[config.mk]
export PLATFORM = sky130hd
export DESIGN_NAME = signed_int_to_decimal_ascii_top
export DESIGN_NICKNAME = d
export VERILOG_FILES = /design/src/rtl/sida_pkg.sv /design/src/rtl/sida_front.sv /design/src/rtl/sida_queue.sv /design/src/rtl/sida_back.sv /design/src/rtl/signed_int_to_decimal_ascii_top.sv
export SDC_FILE = /design/constraint.sdc
export NUM_CORES = 1
export LEC_CHECK = 0
export BUFFER_PORTS_ARGS = -buffer_cell sky130_fd_sc_hd__buf_2
export CAP_MARGIN = 20
export CORE_MARGIN = 2
export CORE_UTILIZATION = 45
export CTS_CLUSTER_DIAMETER = 80
export DETAILED_ROUTE_END_ITERATION = 12
export REMOVE_ABC_BUFFERS = 1
export SETUP_SLACK_MARGIN = 0.02
export SYNTH_ARGS = -nofsm -noshare
export SYNTH_HDL_FRONTEND = slang
export SYNTH_HIERARCHICAL = 1
export SYNTH_SLANG_ARGS = --single-unit
[constraint.sdc]
create_clock -name clk_i -period 5.7 [get_ports clk_i]
set_clock_uncertainty 0.15 [all_clocks]
set_input_delay 1.14 -clock clk_i [delete_from_list [all_inputs] [get_ports clk_i]]
set_output_delay 1.14 -clock clk_i [all_outputs]
set_load 0.005 [all_outputs]
[src/rtl/sida_pkg.sv]
// Shared types and constants of the signed integer to decimal ASCII converter.
// No dependencies; used by every module in rtl/.
package sida_pkg;

  // Value width and decimal digits needed for a 32-bit magnitude
  localparam int VALUE_W       = 32;
  localparam int NUM_DIGITS    = 10;
  localparam int DIGIT_W       = 4;
  localparam int COUNT_W       = 4;

  // Binary to BCD conversion: bits shifted in per cycle and conversion steps per value
  localparam int BITS_PER_STEP = 4;
  localparam int CONV_STEPS    = VALUE_W / BITS_PER_STEP;

  // Default depth of the queue between front and back
  localparam int QUEUE_DEPTH   = 2;

  // ASCII codes
  localparam logic [7:0] ASCII_ZERO  = 8'd48;
  localparam logic [7:0] ASCII_MINUS = 8'd45;

  // One converted number, as it travels through the queue
  typedef struct packed {
    logic                                neg;
    logic [NUM_DIGITS-1:0][DIGIT_W-1:0]  digits;
    logic [COUNT_W-1:0]                  ndig;
  } dec_rec_t;

  // Queue status seen by front and back
  typedef struct packed {
    logic full;
    logic empty;
  } q_stat_t;

endpackage

[src/rtl/sida_front.sv]
// Front part: accepts a value, splits sign and magnitude, converts to BCD.
// Depends on sida_pkg; pushes one dec_rec_t per value into sida_queue.
module sida_front import sida_pkg::*; (
  input  logic                      clk_i,
  input  logic                      rst_ni,
  input  logic                      in_valid_i,
  output logic                      in_stall_o,
  input  logic signed [VALUE_W-1:0] value_i,
  input  q_stat_t                   q_stat_i,
  output logic                      push_o,
  output dec_rec_t                  push_rec_o
);

  localparam logic [1:0] ST_IDLE = 2'd0;
  localparam logic [1:0] ST_CONV = 2'd1;
  localparam logic [1:0] ST_PUSH = 2'd2;
  localparam int STEP_W = (CONV_STEPS > 1) ? $clog2(CONV_STEPS) : 1;
  localparam int BCD_W  = NUM_DIGITS * DIGIT_W;

  logic [1:0]         state_q, state_d;
  logic [STEP_W-1:0]  step_q, step_d;
  logic [VALUE_W-1:0] mag_q, mag_d;
  logic [BCD_W-1:0]   bcd_q, bcd_d;
  logic               neg_q, neg_d;

  logic [VALUE_W-1:0] raw;
  logic [VALUE_W-1:0] mag_nx;
  logic [BCD_W-1:0]   bcd_nx;
  logic [COUNT_W-1:0] ndig;
  logic               accept;

  assign raw        = VALUE_W'(value_i);
  assign in_stall_o = (state_q != ST_IDLE);
  assign accept     = in_valid_i && !in_stall_o;

  // Shift in several magnitude bits, adding three to each digit above four
  always_comb begin
    bcd_nx = bcd_q;
    mag_nx = mag_q;
    for (int s = 0; s < BITS_PER_STEP; s++) begin
      for (int d = 0; d < NUM_DIGITS; d++) begin
        if (bcd_nx[d*DIGIT_W +: DIGIT_W] >= 4'd5) begin
          bcd_nx[d*DIGIT_W +: DIGIT_W] = bcd_nx[d*DIGIT_W +: DIGIT_W] + 4'd3;
        end
      end
      bcd_nx = {bcd_nx[BCD_W-2:0], mag_nx[VALUE_W-1]};
      mag_nx = {mag_nx[VALUE_W-2:0], 1'b0};
    end
  end

  // Count significant digits, at least one
  always_comb begin
    ndig = COUNT_W'(1);
    for (int d = 0; d < NUM_DIGITS; d++) begin
      if (bcd_q[d*DIGIT_W +: DIGIT_W] != '0) begin
        ndig = COUNT_W'(d + 1);
      end
    end
  end

  // Sequence accept, conversion and push
  always_comb begin
    state_d = state_q;
    step_d  = step_q;
    mag_d   = mag_q;
    bcd_d   = bcd_q;
    neg_d   = neg_q;
    push_o  = 1'b0;
    case (state_q)
      ST_IDLE: begin
        if (accept) begin
          neg_d   = raw[VALUE_W-1];
          mag_d   = raw[VALUE_W-1] ? (VALUE_W'(0) - raw) : raw;
          bcd_d   = '0;
          step_d  = '0;
          state_d = ST_CONV;
        end
      end
      ST_CONV: begin
        mag_d  = mag_nx;
        bcd_d  = bcd_nx;
        step_d = step_q + STEP_W'(1);
        if (step_q == STEP_W'(CONV_STEPS - 1)) begin
          state_d = ST_PUSH;
        end
      end
      ST_PUSH: begin
        if (!q_stat_i.full) begin
          push_o  = 1'b1;
          state_d = ST_IDLE;
        end
      end
      default: begin
        state_d = ST_IDLE;
      end
    endcase
  end

  assign push_rec_o.neg    = neg_q;
  assign push_rec_o.digits = bcd_q;
  assign push_rec_o.ndig   = ndig;

  // Hold control state under reset
  always_ff @(posedge clk_i or negedge rst_ni) begin
    if (!rst_ni) begin
      state_q <= ST_IDLE;
      step_q  <= '0;
    end else begin
      state_q <= state_d;
      step_q  <= step_d;
    end
  end

  // Payload registers
  always_ff @(posedge clk_i) begin
    mag_q <= mag_d;
    bcd_q <= bcd_d;
    neg_q <= neg_d;
  end

endmodule

[src/rtl/sida_queue.sv]
// Short queue of converted numbers between front and back.
// Depends on sida_pkg for dec_rec_t and q_stat_t.
module sida_queue import sida_pkg::*; #(
  parameter int Depth = QUEUE_DEPTH
) (
  input  logic     clk_i,
  input  logic     rst_ni,
  input  logic     push_i,
  input  dec_rec_t push_rec_i,
  input  logic     pop_i,
  output dec_rec_t pop_rec_o,
  output q_stat_t  q_stat_o
);

  localparam int PtrW = (Depth > 1) ? $clog2(Depth) : 1;
  localparam int CntW = $clog2(Depth + 1);

  dec_rec_t          mem_q [Depth];
  logic [PtrW-1:0]   wr_ptr_q, rd_ptr_q;
  logic [CntW-1:0]   cnt_q;

  assign q_stat_o.full  = (cnt_q == CntW'(Depth));
  assign q_stat_o.empty = (cnt_q == '0);
  assign pop_rec_o      = mem_q[rd_ptr_q];

  // Write the pushed record
  always_ff @(posedge clk_i) begin
    if (push_i) begin
      mem_q[wr_ptr_q] <= push_rec_i;
    end
  end

  // Advance pointers and fill count
  always_ff @(posedge clk_i or negedge rst_ni) begin
    if (!rst_ni) begin
      wr_ptr_q <= '0;
      rd_ptr_q <= '0;
      cnt_q    <= '0;
    end else begin
      if (push_i) begin
        wr_ptr_q <= (wr_ptr_q == PtrW'(Depth - 1)) ? '0 : wr_ptr_q + PtrW'(1);
      end
      if (pop_i) begin
        rd_ptr_q <= (rd_ptr_q == PtrW'(Depth - 1)) ? '0 : rd_ptr_q + PtrW'(1);
      end
      if (push_i && !pop_i) begin
        cnt_q <= cnt_q + CntW'(1);
      end else if (pop_i && !push_i) begin
        cnt_q <= cnt_q - CntW'(1);
      end
    end
  end

endmodule

[src/rtl/sida_back.sv]
// Back part: takes a converted number from the queue and sends its characters.
// Depends on sida_pkg; one character transfer per cycle on the output channel while it is not stalled.
module sida_back import sida_pkg::*; (
  input  logic               clk_i,
  input  logic               rst_ni,
  input  q_stat_t            q_stat_i,
  input  dec_rec_t           pop_rec_i,
  output logic               pop_o,
  output logic               out_valid_o,
  input  logic               out_stall_i,
  output logic [7:0]         out_char_o,
  output logic               is_last_o,
  output logic [COUNT_W-1:0] char_count_o
);

  logic                               active_q;
  logic                               sign_q;
  logic [COUNT_W-1:0]                 rem_q;
  logic [COUNT_W-1:0]                 total_q;
  logic [NUM_DIGITS-1:0][DIGIT_W-1:0] digits_q;

  logic               xfer;
  logic               last;
  logic [COUNT_W-1:0] idx;
  logic [DIGIT_W-1:0] dig;

  assign xfer = active_q && !out_stall_i;
  assign last = !sign_q && (rem_q == COUNT_W'(1));
  assign pop_o = (!active_q || (xfer && last)) && !q_stat_i.empty;

  // Select the digit due next: remaining count minus one
  assign idx = rem_q - COUNT_W'(1);
  always_comb begin
    dig = '0;
    for (int d = 0; d < NUM_DIGITS; d++) begin
      if (idx == COUNT_W'(d)) begin
        dig = digits_q[d];
      end
    end
  end

  assign out_valid_o  = active_q;
  assign out_char_o   = sign_q ? ASCII_MINUS : (ASCII_ZERO + {4'b0000, dig});
  assign is_last_o    = last;
  assign char_count_o = last ? total_q : '0;

  // Load a record on pop, step through its characters on each transfer
  always_ff @(posedge clk_i or negedge rst_ni) begin
    if (!rst_ni) begin
      active_q <= 1'b0;
      sign_q   <= 1'b0;
      rem_q    <= '0;
    end else begin
      if (pop_o) begin
        active_q <= 1'b1;
        sign_q   <= pop_rec_i.neg;
        rem_q    <= pop_rec_i.ndig;
      end else if (xfer) begin
        if (last) begin
          active_q <= 1'b0;
        end else if (sign_q) begin
          sign_q <= 1'b0;
        end else begin
          rem_q <= rem_q - COUNT_W'(1);
        end
      end
    end
  end

  // Payload of the current number
  always_ff @(posedge clk_i) begin
    if (pop_o) begin
      digits_q <= pop_rec_i.digits;
      total_q  <= pop_rec_i.ndig + {{(COUNT_W-1){1'b0}}, pop_rec_i.neg};
    end
  end

endmodule

[src/rtl/signed_int_to_decimal_ascii_top.sv]
// Top level of the signed integer to decimal ASCII converter.
// Depends on sida_pkg, sida_front, sida_queue and sida_back.
//
//   channel | direction | handshake                 | payload
//   --------+-----------+---------------------------+---------------------------------------
//   in      | input     | in_valid_i / in_stall_o   | value_i (32 bit signed)
//   out     | output    | out_valid_o / out_stall_i | out_char_o, is_last_o, char_count_o
//
// The front takes a value, converts it to BCD in ST_CONV (four bits a cycle)
// and pushes it in ST_PUSH; it takes no new value until it is back in idle.
// The back sends one character per cycle while the output is not stalled,
// and takes the next number from the queue with the last character's transfer.
// Reset clears control state only; nothing is kept between values.
// A stall on the output holds the current character; the queue lets the front
// keep converting until it fills.
module signed_int_to_decimal_ascii_top import sida_pkg::*; #(
  parameter int QueueDepth = QUEUE_DEPTH
) (
  input  logic                      clk_i,
  input  logic                      rst_ni,
  input  logic                      in_valid_i,
  output logic                      in_stall_o,
  input  logic signed [VALUE_W-1:0] value_i,
  output logic                      out_valid_o,
  input  logic                      out_stall_i,
  output logic [7:0]                out_char_o,
  output logic                      is_last_o,
  output logic [COUNT_W-1:0]        char_count_o
);

  q_stat_t  q_stat;
  logic     push;
  logic     pop;
  dec_rec_t push_rec;
  dec_rec_t pop_rec;

  sida_front u_front (
    .clk_i      (clk_i),
    .rst_ni     (rst_ni),
    .in_valid_i (in_valid_i),
    .in_stall_o (in_stall_o),
    .value_i    (value_i),
    .q_stat_i   (q_stat),
    .push_o     (push),
    .push_rec_o (push_rec)
  );

  sida_queue #(
    .Depth (QueueDepth)
  ) u_queue (
    .clk_i      (clk_i),
    .rst_ni     (rst_ni),
    .push_i     (push),
    .push_rec_i (push_rec),
    .pop_i      (pop),
    .pop_rec_o  (pop_rec),
    .q_stat_o   (q_stat)
  );

  sida_back u_back (
    .clk_i        (clk_i),
    .rst_ni       (rst_ni),
    .q_stat_i     (q_stat),
    .pop_rec_i    (pop_rec),
    .pop_o        (pop),
    .out_valid_o  (out_valid_o),
    .out_stall_i  (out_stall_i),
    .out_char_o   (out_char_o),
    .is_last_o    (is_last_o),
    .char_count_o (char_count_o)
  );

endmodule
==> impl_metrics.json <==
{
  "outcome": "finished clean",
  "finalNetCount": 1567,
  "grt_pass1_wl_um": 52700,
  "n_fill_cell": 3005,
  "finalSetupViolations": 0,
  "synthXorXnorAreaFrac_pct": 3.22,
  "cts.root.buffer_cell": "clkbuf_16",
  "cts_setup_buffers": 0,
  "synth.most_common_cell": "edfxtp_1",
  "required_ns": 4.41,
  "cp_slowest_cell": "ha_1",
  "track_usage_pct": 18.8,
  "grt_max_degree": 74,
  "synth_mux_area_share_pct": 7.09,
  "clkLatencyLatePin_ns": 0.54,
  "die_h_um": 186,
  "critPathMaxFanout": 20,
  "synth.distinct_cells": 106,
  "r2r-end": "u_front/bcd_q[5]",
  "post_cts_resized": 0,
  "async_reset_ff_share_pct": 6.76,
  "synth_edf_count": 207,
  "final.setup.tns_ns": 0,
  "grt_overflow_total": 0,
  "drv_slew": 0,
  "clk_path_buf_depth": 3,
  "worstSetupEndpointType": "output port",
  "yosys_most_used_dff": "edfxtp_1",
  "setup.worst_path.class": "reg -> out",
  "final_util_pct": 49.6,
  "vias": 11300,
  "start_util_pct": 45.8,
  "syn_area_per_cell_um2": 10.0,
  "rr_startpoint": "u_front/bcd_q[4]",
  "cp_slowest_stage_delay_ns": 0.64,
  "netlist_top_cells_count": "207 x edfxtp_1, 173 x nand2_1, 105 x o21ai_0",
  "ys_ff_latch": 222,
  "core_um2": 32500,
  "synth.area.top_cells": "edfxtp_1 42%, nand2_1 4.4%, mux2_4 4.1%",
  "drt_pass1_iterations": 5,
  "ctsHtreeMaxLevel": 1,
  "synth_compound_area_share_pct": 20.3,
  "arrival_ns": 3.33,
  "timing.fmax_ghz": 0.216,
  "ctsHoldBuffers": 0,
  "die_width_um": 186,
  "slew_headroom_pct": 28.6,
  "grt_pass1_vias": 10500,
  "synth.top_cell.area_share_pct": 41.7,
  "yosys_warnings": 6,
  "synthSimpleGateAreaFrac_pct": 16.9,
  "wire_per_inst_um": 16.6,
  "cts_tree": "yes",
  "wl_um": 32400,
  "critPathLaunch": "u_back/rem_q[0]",
  "crit_path_end": "out_char_o[2]",
  "synth.cell_area_um2": 14900,
  "via_per_inst": 5.82,
  "worstSetupStartpointType": "flop",
  "seq_area_frac_synth_pct": 44.2,
  "rrSetupSlack_ns": 1.18,
  "area.sequential_um2": 6590,
  "hold_path_class": "reg -> reg",
  "cts.sinks": 222,
  "cts_buffers": 26,
  "drc": 0,
  "die-area_um2": 34600,
  "areaGrowthSynthToFinish_pct": 8.33,
  "rsz0062_at_grt": "no",
  "num_rows": 66,
  "finalHoldViolCount": 0,
  "gp_congestion": 0.851,
  "crit_path_cell_trace": "inv_1 -> ha_1 -> or2_2 -> o21ai_1 -> a32oi_1 -> o211ai_1 -> a32o_1 -> a32oi_1 -> buf_2",
  "critPathTopFamily": "compound AO/OA/AOI/OAI gates",
  "path_buf_inv": 2,
  "syn-instance-count": 1487,
  "fin_crit_sh_pct": 81.1,
  "drive_gt1_share_pct": 13.5,
  "antenna_left": 0,
  "synth_top_family_by_area": "compound AO/OA/AOI/OAI gates",
  "critPathMostFrequentCell": "a32oi_1",
  "worstMarginPinSlew_ns": 1.07,
  "dp_hpwl_um": 22800,
  "maxCapViolations": 0,
  "ios": 51,
  "portBuffers": 47,
  "cp.depth": 9,
  "synth_adder_area_share_pct": 4.06,
  "r2r_cells": 15,
  "period_needed_ns": 4.62,
  "drt_iter0_drc": 787,
  "antenna_found_initial": 1,
  "clk_pin_slew_worst_paths_ns": 0.06,
  "multiInputGateArea_um2": 7720,
  "yosys.area.top_type": "edfxtp_1"
}
## cell usage in the layout, fill, tap and decap left out, types with 34 or more instances in the layout
cell      Yosys  final
nor2_1       97     97
ha_1         42     42
buf_2        15     47
xor2_1       35     35
nand3_1      34     34
a21oi_1      80     80
nand2_1     173    172
mux2_4       41     41
o21ai_0     105    105
edfxtp_1    207    207
inv_1        46     46
## layer usage
layer / up-vias / wire [um] / GRT usage, %
met2: 261 / 15400 / 31.8
met5: - / 0 / 0
met3: 52 / 1400 / 2.00
li1: 5613 / - / -
met4: 0 / 872 / 5.92
met1: 5414 / 14700 / 25.3
## kinds of logic after synthesis
group           count (synthesis)
fa+ha+maj                      50
other cells                     2
xor+xnor                       54
flops                         222
mux                            83
compound gates                441
buf+inv                       131
simple gates                  504
## how the worst min path moves through the flow
stage / start / end / slack, ns / depth (start not counted)
floorplan: u_front/neg_q / u_queue/mem_q[0][44] / 0.27 / 0
global placement: u_front/neg_q / u_queue/mem_q[0][44] / 0.29 / 0
detailed placement: u_front/neg_q / u_queue/mem_q[0][44] / 0.32 / 0
CTS: rst_ni / u_back/rem_q[2] / 0.34 / 1
global route: u_front/neg_q / u_queue/mem_q[1][44] / 0.33 / 0
finish: u_front/neg_q / u_queue/mem_q[1][44] / 0.33 / 0
## through the flow
step,setup slack [ns],instances,cell area (um^2),hold slack (ns)
floorplan,1.69,1407,14500,0.271
global placement,1.30,1903,15300,0.295
detailed placement,1.23,1903,15300,0.322
CTS,1.07,1948,16100,0.336
global route,0.731,1948,16100,0.334
finish,1.08,1949,16100,0.325
## layout make-up
cell class | count | share of cell area [%]
well taps | 442 | 3.43
clock buffers | 31 | 4.15
multi-input cells | 1135 | 47.8
repair buffers | 54 | 1.78
flip-flops and latches | 222 | 40.8
diodes | 1 | 0.0155
clock inverters | 14 | 0.798
inverters | 50 | 1.16
## sequential cells by signal, summed over array words and instances, names as in the netlist
name,count
u_queue/mem_q,90
u_back/digits_q,40
u_front/bcd_q,40
u_front/mag_q,32
u_back/rem_q,4
u_back/total_q,4
u_front/step_q,3
u_front/state_q,2
u_queue/cnt_q,2
u_back/out_valid_o,1
u_back/sign_q,1
u_front/neg_q,1
u_queue/rd_ptr_q,1
u_queue/wr_ptr_q,1
Power is left out: the tool's default activity adds up to more than one toggle a clock period on the data nets, which glitch-free logic cannot reach.
